==> config.mk <==
export PLATFORM = sky130hd
export DESIGN_NAME = transport_candidate_selector_unit
export DESIGN_NICKNAME = d
export VERILOG_FILES = /design/src/rtl/core/tcs_pkg.sv /design/src/rtl/core/transport_candidate_selector_unit.sv
export SDC_FILE = /design/constraint.sdc
export NUM_CORES = 1
export LEC_CHECK = 0
export BUFFER_PORTS_ARGS = -buffer_cell sky130_fd_sc_hd__buf_2
export CAP_MARGIN = 20
export CORE_MARGIN = 2
export CORE_UTILIZATION = 35
export DETAILED_ROUTE_END_ITERATION = 6
export GPL_ROUTABILITY_DRIVEN = 0
export PLACE_DENSITY = 0.56
export REMOVE_ABC_BUFFERS = 1
export SLEW_MARGIN = 20
export SYNTH_ARGS = -nofsm -noshare
export SYNTH_HDL_FRONTEND = slang
export SYNTH_SLANG_ARGS = --single-unit
==> constraint.sdc <==
create_clock -name clk -period 13.9 [get_ports clk]
set_input_delay 0.695 -clock clk [delete_from_list [all_inputs] [get_ports clk]]
set_output_delay 0.695 -clock clk [all_outputs]
set_load 0.01 [all_outputs]
==> src/rtl/core/tcs_pkg.sv <==
// Shared types and constants for the transport candidate selector.
package tcs_pkg;

  // Capability mask bit positions
  localparam int unsigned CAP_CONTROL   = 0;
  localparam int unsigned CAP_BULK      = 1;
  localparam int unsigned CAP_SCATTER   = 2;
  localparam int unsigned CAP_ENCRYPTED = 3;
  localparam int unsigned CAP_GPU       = 4;
  localparam int unsigned CAP_REGHOST   = 5;

  // Option flag bit positions
  localparam int unsigned OPT_ENCRYPT   = 0;
  localparam int unsigned OPT_STAGING   = 1;
  localparam int unsigned OPT_PREF_ONLY = 2;

  // Memory classes
  localparam logic [1:0] MEM_HOST   = 2'd0;
  localparam logic [1:0] MEM_PINNED = 2'd1;
  localparam logic [1:0] MEM_DEVICE = 2'd2;

  // Configuration register indexes
  localparam int unsigned CFG_IDX_W = 3;
  localparam logic [CFG_IDX_W-1:0] REG_CONTROL_BYTES  = 3'd0;
  localparam logic [CFG_IDX_W-1:0] REG_BULK_BYTES     = 3'd1;
  localparam logic [CFG_IDX_W-1:0] REG_OUTSTANDING    = 3'd2;
  localparam logic [CFG_IDX_W-1:0] REG_GATHER_ENTRIES = 3'd3;
  localparam logic [CFG_IDX_W-1:0] REG_MEMORY_KIND    = 3'd4;
  localparam logic [CFG_IDX_W-1:0] REG_OPTION_FLAGS   = 3'd5;
  localparam logic [CFG_IDX_W-1:0] REG_PREFERRED_ID   = 3'd6;

  // Error codes
  localparam logic [1:0] ERR_NONE           = 2'd0;
  localparam logic [1:0] ERR_NO_CANDIDATES  = 2'd1;
  localparam logic [1:0] ERR_NO_COMPATIBLE  = 2'd2;
  localparam logic [1:0] ERR_PREF_MISSING   = 2'd3;

  localparam int unsigned IN_DATA_W  = 128;
  localparam int unsigned OUT_DATA_W = 16;
  localparam int unsigned CFG_DATA_W = 32;

  typedef struct packed {
    logic        list_empty;
    logic        available;
    logic [7:0]  name_id;
    logic [5:0]  capability_mask;
    logic [31:0] max_control_bytes;
    logic [31:0] max_bulk_bytes;
    logic [15:0] max_outstanding;
    logic [15:0] max_gather_entries;
    logic [15:0] priority_req;
    logic        last_item;
  } item_t;

endpackage

==> src/rtl/core/transport_candidate_selector_unit.sv <==
// Transport candidate selector: ranks a streamed candidate list and reports the winner.
//
//  channel   | dir | handshake                       | content
//  s_axis    | in  | s_axis_tvalid / s_axis_tready   | one candidate, tlast or tuser ends the list
//  m_axis    | out | m_axis_tvalid / m_axis_tready   | one result per list
//  cfg       | in  | cfg_valid / cfg_ready           | request register writes
//
// One candidate per cycle unless a result stalls: an input register feeds a single
// compare/rank stage that updates the kept best and, at the end of a list, loads the
// result register. A result is valid once the rank stage has taken the closing item.
// Reset (rst, synchronous) clears list state and valids, resets request registers.
// A stalled result holds a closing item in the input register, which takes no item.
module transport_candidate_selector_unit #(
  parameter int unsigned MAX_CANDIDATES = 256
) (
  input  logic                                clk,
  input  logic                                rst,
  input  logic                                s_axis_tvalid,
  output logic                                s_axis_tready,
  // [0] available, [8:1] name_id, [14:9] capability_mask, [46:15] max_control_bytes,
  // [78:47] max_bulk_bytes, [94:79] max_outstanding, [110:95] max_gather_entries,
  // [126:111] priority_req, [127] zero
  input  logic [tcs_pkg::IN_DATA_W-1:0]       s_axis_tdata,
  // [0] list_empty
  input  logic                                s_axis_tuser,
  input  logic                                s_axis_tlast,
  output logic                                m_axis_tvalid,
  input  logic                                m_axis_tready,
  // [7:0] selected_index, [8] staging_used, [10:9] error_code, [15:11] zero
  output logic [tcs_pkg::OUT_DATA_W-1:0]      m_axis_tdata,
  input  logic                                cfg_valid,
  output logic                                cfg_ready,
  input  logic [tcs_pkg::CFG_IDX_W-1:0]       cfg_index,
  input  logic [tcs_pkg::CFG_DATA_W-1:0]      cfg_data
);
  import tcs_pkg::*;

  localparam int unsigned POS_W = $clog2(MAX_CANDIDATES + 1);

  // request registers
  logic [31:0] control_bytes;
  logic [31:0] bulk_bytes;
  logic [15:0] outstanding_needed;
  logic [15:0] gather_entries_needed;
  logic [1:0]  memory_kind;
  logic [2:0]  option_flags;
  logic [7:0]  preferred_id;

  // input register
  logic  in_valid;
  item_t in_item;

  // list state
  logic [POS_W-1:0] item_position;
  logic             have_winner;
  logic [7:0]       winner_index;
  logic [15:0]      winner_priority;
  logic             winner_is_preferred;
  logic [3:0]       winner_score;
  logic             winner_staging;
  logic             preferred_was_seen;

  // result register
  logic       out_valid;
  logic [7:0] out_index;
  logic       out_staging;
  logic [1:0] out_error;

  // rank stage
  logic             proc_fire;
  logic             list_end;
  logic             take;
  logic             pref;
  logic             fit;
  logic             mem_ok;
  logic             staging;
  logic             better;
  logic [3:0]       score;
  logic [5:0]       caps;
  logic [POS_W-1:0] item_position_next;
  logic             have_winner_next;
  logic [7:0]       winner_index_next;
  logic             winner_staging_next;
  logic             preferred_was_seen_next;
  logic [1:0]       error_next;

  assign cfg_ready     = 1'b1;
  assign s_axis_tready = !in_valid || proc_fire;
  assign m_axis_tvalid = out_valid;
  assign m_axis_tdata  = {5'b0, out_error, out_staging, out_index};

  always_ff @(posedge clk) begin
    if (rst) begin
      control_bytes         <= '0;
      bulk_bytes            <= '0;
      outstanding_needed    <= 16'd1;
      gather_entries_needed <= 16'd1;
      memory_kind           <= MEM_HOST;
      option_flags          <= '0;
      preferred_id          <= '0;
    end else if (cfg_valid && cfg_ready) begin
      unique case (cfg_index)
        REG_CONTROL_BYTES:  control_bytes         <= cfg_data;
        REG_BULK_BYTES:     bulk_bytes            <= cfg_data;
        REG_OUTSTANDING:    outstanding_needed    <= cfg_data[15:0];
        REG_GATHER_ENTRIES: gather_entries_needed <= cfg_data[15:0];
        REG_MEMORY_KIND:    memory_kind           <= cfg_data[1:0];
        REG_OPTION_FLAGS:   option_flags          <= cfg_data[2:0];
        REG_PREFERRED_ID:   preferred_id          <= cfg_data[7:0];
        default: ;
      endcase
    end
  end

  always_ff @(posedge clk) begin
    if (rst) begin
      in_valid <= 1'b0;
    end else if (s_axis_tready) begin
      in_valid <= s_axis_tvalid;
    end
  end

  always_ff @(posedge clk) begin
    if (s_axis_tvalid && s_axis_tready) begin
      in_item.list_empty         <= s_axis_tuser;
      in_item.available          <= s_axis_tdata[0];
      in_item.name_id            <= s_axis_tdata[8:1];
      in_item.capability_mask    <= s_axis_tdata[14:9];
      in_item.max_control_bytes  <= s_axis_tdata[46:15];
      in_item.max_bulk_bytes     <= s_axis_tdata[78:47];
      in_item.max_outstanding    <= s_axis_tdata[94:79];
      in_item.max_gather_entries <= s_axis_tdata[110:95];
      in_item.priority_req       <= s_axis_tdata[126:111];
      in_item.last_item          <= s_axis_tlast;
    end
  end

  always_comb begin
    caps     = in_item.capability_mask;
    list_end = in_item.list_empty || in_item.last_item;
    take     = !in_item.list_empty && (item_position < POS_W'(MAX_CANDIDATES));
    pref     = (preferred_id != 8'd0) && (in_item.name_id == preferred_id);
    score    = {caps[CAP_GPU], caps[CAP_REGHOST], caps[CAP_SCATTER], caps[CAP_ENCRYPTED]};

    // device memory without gpu access falls back to host staging
    staging = 1'b0;
    priority if (memory_kind == MEM_DEVICE && !caps[CAP_GPU]) begin
      mem_ok  = option_flags[OPT_STAGING] && caps[CAP_REGHOST];
      staging = 1'b1;
    end else if (memory_kind == MEM_PINNED) begin
      mem_ok = caps[CAP_REGHOST];
    end else begin
      mem_ok = 1'b1;
    end

    fit = in_item.available && (in_item.name_id != 8'd0) && caps[CAP_CONTROL]
        && !((bulk_bytes != 32'd0) && !caps[CAP_BULK])
        && !((gather_entries_needed > 16'd1) && !caps[CAP_SCATTER])
        && !(option_flags[OPT_ENCRYPT] && !caps[CAP_ENCRYPTED])
        && (control_bytes <= in_item.max_control_bytes)
        && (bulk_bytes <= in_item.max_bulk_bytes)
        && (outstanding_needed != 16'd0)
        && (outstanding_needed <= in_item.max_outstanding)
        && (gather_entries_needed != 16'd0)
        && (gather_entries_needed <= in_item.max_gather_entries)
        && mem_ok
        && !(option_flags[OPT_PREF_ONLY] && !pref);

    better = !have_winner
          || (in_item.priority_req > winner_priority)
          || ((in_item.priority_req == winner_priority)
              && ((pref && !winner_is_preferred)
                  || ((pref == winner_is_preferred) && (score > winner_score))));

    item_position_next      = take ? item_position + POS_W'(1) : item_position;
    preferred_was_seen_next = preferred_was_seen || (take && pref && in_item.available);
    have_winner_next        = have_winner || (take && fit);
    winner_index_next       = (take && fit && better) ? 8'(item_position) : winner_index;
    winner_staging_next     = (take && fit && better) ? staging : winner_staging;

    priority if (item_position_next == '0) begin
      error_next = ERR_NO_CANDIDATES;
    end else if (have_winner_next) begin
      error_next = ERR_NONE;
    end else if (option_flags[OPT_PREF_ONLY] && !preferred_was_seen_next) begin
      error_next = ERR_PREF_MISSING;
    end else begin
      error_next = ERR_NO_COMPATIBLE;
    end

    proc_fire = in_valid && (!list_end || !out_valid || m_axis_tready);
  end

  always_ff @(posedge clk) begin
    if (rst) begin
      item_position       <= '0;
      have_winner         <= 1'b0;
      winner_index        <= '0;
      winner_priority     <= '0;
      winner_is_preferred <= 1'b0;
      winner_score        <= '0;
      winner_staging      <= 1'b0;
      preferred_was_seen  <= 1'b0;
    end else if (proc_fire) begin
      if (list_end) begin
        item_position       <= '0;
        have_winner         <= 1'b0;
        winner_index        <= '0;
        winner_priority     <= '0;
        winner_is_preferred <= 1'b0;
        winner_score        <= '0;
        winner_staging      <= 1'b0;
        preferred_was_seen  <= 1'b0;
      end else begin
        item_position      <= item_position_next;
        have_winner        <= have_winner_next;
        winner_index       <= winner_index_next;
        winner_staging     <= winner_staging_next;
        preferred_was_seen <= preferred_was_seen_next;
        if (take && fit && better) begin
          winner_priority     <= in_item.priority_req;
          winner_is_preferred <= pref;
          winner_score        <= score;
        end
      end
    end
  end

  always_ff @(posedge clk) begin
    if (rst) begin
      out_valid <= 1'b0;
    end else if (proc_fire && list_end) begin
      out_valid <= 1'b1;
    end else if (m_axis_tready) begin
      out_valid <= 1'b0;
    end
  end

  always_ff @(posedge clk) begin
    if (proc_fire && list_end) begin
      out_index   <= have_winner_next ? winner_index_next : 8'd0;
      out_staging <= have_winner_next && winner_staging_next;
      out_error   <= error_next;
    end
  end

endmodule

==> Word-level counts from Yosys, hierarchy flattened <==
Index checks and enable logic that the tools add are counted.
{ "totals": {"regBits": 292, "in_bits": 170, "elab_cells": 148} }
{ "op_classes": {"n_addsub": 1, "magnitude_cmp": 8, "eq_ne": 11, "mux": 21, "n_reduce_logical": 76} }
{ "ops": {"columns": ["cell", "count"], "rows": [
  ["$le A32 B32 Y1", 2],
  ["$logic_and A1 B1 Y1", 33],
  ["$le A16 B16 Y1", 2],
  ["$mux W16", 2],
  ["$reduce_bool A16 Y1", 2],
  ["$reduce_bool A32 Y1", 1],
  ["$mux W9", 2],
  ["$eq A16 B16 Y1", 1],
  ["$gt A16 B1 Y1 const B", 1],
  ["$gt A16 B16 Y1", 1],
  ["$logic_not A1 Y1", 16],
  ["$mux W8", 2],
  ["$reduce_and A2 Y1", 8],
  ["$reduce_bool A8 Y1", 2],
  ["$mux W1", 13],
  ["$add A9 B1 Y9 const B", 1],
  ["$eq A3 B3 Y1 const B", 3],
  ["$logic_not A9 Y1", 1],
  ["$logic_or A1 B1 Y1", 9],
  ["$lt A9 B9 Y1 const B", 1],
  ["$eq A8 B8 Y1", 1],
  ["$mux W4", 2],
  ["$eq A3 B2 Y1 const B", 2],
  ["$gt A4 B4 Y1", 1],
  ["other kinds (7)", 8]
]} }

==> Longest topological paths before layout <==
{ "logic_depth": {"word_depth": 18, "ltp_mapped": 11, "ltp_nobuf": 10} }

==> Least setup slack after synthesis <==
OpenSTA, ideal clock, no wires.
{ "synth_timing": {"path_kind": "input to register", "from": "input m_axis_tready", "to": "register in_item, in the netlist caps[0], enable pin", "setup_time_ps": 659, "arrival_ps": 7128, "t_required_ps": 13241, "path_slack_ps": 6113, "stages": 3, "n_path_buf": 0, "path_cell_list": "nand2b_1 -> nor2_1 -> a21oi_1"} }
{ "synth_via": {"elab_chain_cells": 4} }
{ "synth_lines": {"columns": ["element", "line_no", "source"], "rows": [
  ["start: declaration", "transport_candidate_selector_unit.sv:28", "input logic m_axis_tready,"],
  ["$logic_or A1 B1 Y1", "transport_candidate_selector_unit.sv:191", "proc_fire = in_valid && (!list_end || !out_valid || m_axis_tready);"],
  ["$logic_and A1 B1 Y1", "transport_candidate_selector_unit.sv:191", null],
  ["$logic_or A1 B1 Y1", "transport_candidate_selector_unit.sv:88", "assign s_axis_tready = !in_valid || proc_fire;"],
  ["$logic_and A1 B1 Y1", "transport_candidate_selector_unit.sv:124", "if (s_axis_tvalid && s_axis_tready) begin"],
  ["end: declaration", "transport_candidate_selector_unit.sv:51", "item_t in_item;"]
]} }
No other way between the ends.
A chain may end at the register's enable or synchronous reset.

==> Worst setup path in the final report <==
{ "layout_timing": {"from": "register in_item[112] in the netlist's numbering", "to": "register out_error[0], data pin"} }
{ "layout_via": {"elab_chain_cells": 12} }
{ "layout_lines": {"columns": ["element", "line_no", "source"], "rows": [
  ["$le A32 B32 Y1", "transport_candidate_selector_unit.sv:160", "&& (control_bytes <= in_item.max_control_bytes)"],
  ["$logic_and A1 B1 Y1", "transport_candidate_selector_unit.sv:160", null],
  ["$logic_and A1 B1 Y1", "transport_candidate_selector_unit.sv:161", "&& (bulk_bytes <= in_item.max_bulk_bytes)"],
  ["$logic_and A1 B1 Y1", "transport_candidate_selector_unit.sv:162", "&& (outstanding_needed != 16'd0)"],
  ["$logic_and A1 B1 Y1", "transport_candidate_selector_unit.sv:163", "&& (outstanding_needed <= in_item.max_outstanding)"],
  ["$logic_and A1 B1 Y1", "transport_candidate_selector_unit.sv:164", "&& (gather_entries_needed != 16'd0)"],
  ["$logic_and A1 B1 Y1", "transport_candidate_selector_unit.sv:165", "&& (gather_entries_needed <= in_item.max_gather_entries)"],
  ["$logic_and A1 B1 Y1", "transport_candidate_selector_unit.sv:166", "&& mem_ok"],
  ["$logic_and A1 B1 Y1", "transport_candidate_selector_unit.sv:167", "&& !(option_flags[OPT_PREF_ONLY] && !pref);"],
  ["$logic_and A1 B1 Y1", "transport_candidate_selector_unit.sv:177", "have_winner_next = have_winner || (take && fit);"],
  ["$logic_or A1 B1 Y1", "transport_candidate_selector_unit.sv:177", null],
  ["$mux W1", "transport_candidate_selector_unit.sv:183", "end else if (have_winner_next) begin"],
  ["end signal: assignment", "transport_candidate_selector_unit.sv:243", "out_error <= error_next;"],
  ["end: declaration", "transport_candidate_selector_unit.sv:67", "logic [1:0] out_error;"]
]} }
No other way between the ends.

==> flow_summary_export.csv <==
group,metric,value,unit
clocking,htreeDepth,2,
global_route,grt.busiest_layer,"met2",
logic_synthesis,synthTopCellsByCount,"nand2_1, dfxtp_1, a21oi_1",
placement,port-buffer-count,181,
global_route,grt_overflow_total,0,
setup_path,worstPathMaxFanout,11,
logic_synthesis,synth_edf_count,140,
logic_synthesis,ys_seq_area_share,55.0,%
global_route,grt_pass1_vias,9746,
routing,routed_wirelength,34000,µm
sta,tightest_slew,928,ps
logic_synthesis,synth_top_area_share,31.9,%
global_route,antenna_found_initial,5,
setup_path,crit_path_cell_trace,"inv_1 -> ha_1 -> nand4_1 -> nor4_1 -> inv_1 -> a311oi_1 -> a211oi_1 -> a21oi_1 -> or4b_2 -> nand2_1",
global_route,grt_use_met2,29.8,%
sta,setup_viol,0,
placement,dpl_cell_area,0.0146,mm²
clocking,cts_resized,0,
layout,syn2layout_area_growth,19.6,%
power,power_density,127,mW/mm²
logic_synthesis,synth.avg_cell_area,10.1,µm²
floorplan,start_util,35.2,%
clocking,cts-buffers-inserted,36,
sta,maxSlewViolCount,0,
power,p_total,2.00,mW
power,p_leak,6.50,nW
clocking,holdBufCountCts,0,
setup_path,rr_worst_depth,10,
sta,slew_headroom,37.7,%
sta,finalHoldViolCount,0,
logic_synthesis,ys_types,60,
sta,setup_tns,0,ps
floorplan,boundaryPins,189,
routing,post-route-drc-count,0,
worst_hold_path,hold_depth,1,
sta,whs,315,ps
logic_synthesis,synth_top_area_cell,"edfxtp_1",
routing,vias,9853,
logic_synthesis,ys.flop_type,"dfxtp_1",
floorplan,die_width,198,µm
logic_synthesis,synthArstFlopShare,0,%
global_route,grt_use_met3,3.49,%
sta,rsz0062_at_grt,"false",
setup_path,worstSetupStartpointType,"flop",
sta,fin_skew,31.9,ps
global_route,grt_use_met1,22.2,%
sta,post-route-period-util,29.4,%
power,ir_worst_vdd,0.0797,mV
layout,fillerInstances,3712,
floorplan,coreArea,0.0374,mm²
setup_path,cpMostUsedCell,"inv_1",
global_route,grt_max_degree,74,
logic_synthesis,ys_top_cells_by_area,"edfxtp_1, dfxtp_1, ha_1, nand2_1, a21oi_1",
sta,maxClockFrequency,0.245,GHz
routing,postRouteAntennaNets,0,
routing,wl_per_cell,16.8,µm
setup_path,slowest_delay,740,ps
layout,final_cell_area,0.0158,mm²
clocking,cts_tree,"yes",
clocking,post_cts_buffers,0,
clocking,clk_pin_slew,60,ps
layout,layout.cells.non_filler,2022,
floorplan,die_y,198,µm
layout,drive_above_1_share,17.0,%
setup_path,cp-end-kind,"flop",
routing,drt_pass1_iterations,4,
logic_synthesis,syn-cell-area,0.0132,mm²
logic_synthesis,yosysMostFrequentCell,"nand2_1",
placement,hpwlAfterDp,24500,µm
setup_path,crit_type,"reg2reg",
logic_synthesis,synth_seq_cells,292,
setup_path,arrival,4510,ps
setup_path,slowest_stage,"a311oi_1",
layout,nets,1767,
clocking,clockBufferDepth,3,
floorplan,dieArea,0.0392,mm²
worst_hold_path,hold_path_class,"in2reg",
status,status,"finished clean",
logic_synthesis,netlist_instances,1302,
global_route,grt_pass1_wl,52400,µm
sta,min_period,4080,ps
routing,drt-initial-drc-count,448,
clocking,cts-root-buf,"clkbuf_16",
floorplan,rows,71,
clocking,insertion_delay,550,ps
placement,dp.cells,1952,
logic_synthesis,yosysWarnings,0,
flow_run,maxCapViolations,0,
setup_path,cp.required,14320,ps
clocking,numClockSinks,292,
global_route,gr-usage-all-layers,17.6,%
routing,via_per_inst,4.87,
[cell families after synthesis]
family | count (synthesis) | synth area share, %
AOI/OAI and AO/OA | 264 | 12.2
xor gates and xnor gates | 10 | 0.665
adders and majority gates | 118 | 11.2
buffers and inverters | 183 | 5.61
DFF | 292 | 55.0
muxes | 6 | 0.465
other | 2 | 0.0570
and+or+nand+nor | 427 | 14.8
[critical path: cells and delay by family (launching register included)]
kind,cells,cell delay (ps)
buf+inv,2,120
fa+ha+maj,1,290
flops,1,320
simple gates,4,1510
compound gates,3,1720
[report_power, final]
group / switching (mW) / internal [mW] / total [mW] / leakage, nW
logic: 0.0812 / 0.0493 / 0.131 / 3.32
registers: 0.0153 / 0.935 / 0.951 / 2.60
clock network: 0.374 / 0.549 / 0.924 / 0.580
[final timing paths]
kind                                       from                             to  slack (ps)
setup reg to reg         in_item[112]$_DFFE_PP_     out_error[0]$_SDFFCE_PP1P_        9820
hold reg to reg   control_bytes[0]$_SDFFE_PP0P_  control_bytes[0]$_SDFFE_PP0P_         460
setup / recovery         in_item[112]$_DFFE_PP_     out_error[0]$_SDFFCE_PP1P_        9820
hold / removal                  s_axis_tdata[4]         in_item[122]$_DFFE_PP_         320
[stage by stage]
stage | util, % | setup slack, ps
after floorplan | - | 6110
after global placement | 39.0 | 9850
after detailed placement | 39.0 | 9840
after CTS | 42.1 | 9830
after global routing | 42.1 | 9510
final | 42.1 | 9820
[area by class of cell]
| cell class | count | area (µm²) | area share [%] |
|---|---|---|---|
| Sequential cell | 292 | 7250 | 46.0 |
| Multi-Input combinational cell | 831 | 5230 | 33.2 |
| Clock buffer | 54 | 1090 | 6.94 |
| Timing Repair Buffer | 189 | 968 | 6.14 |
| Tap cell | 511 | 639 | 4.06 |
| Inverter | 129 | 484 | 3.07 |
| Clock inverter | 11 | 82.6 | 0.524 |
| Antenna cell | 5 | 12.5 | 0.0794 |
[state kept, by name, summed over array words and instances (netlist names), 9 cells and up]
signal / cells
in_item: 123
item_position: 9
outstanding_needed: 16
control_bytes: 32
gather_entries_needed: 16
winner_priority: 16
bulk_bytes: 32
[per-layer routing]
metal / vias up / routed length [µm]
met3: 54 / 1720
met4: 6 / 831
met1: 4632 / 15300
met2: 216 / 16200
li1: 4945 / -
met5: - / 40
[cells in the final DEF (no fill, tap or decap), types with 35 or more instances in the layout]
cell type  Yosys  final
a21oi_1      150    149
nand2_1      251    250
clkbuf_16      0     40
dfxtp_1      152    152
nor2_1        37     37
buf_2          3    180
ha_1         118    118
o21ai_0       35     35
inv_1        129    129
edfxtp_1     140    140
No activity file was read; power rests on OpenSTA's default activity.
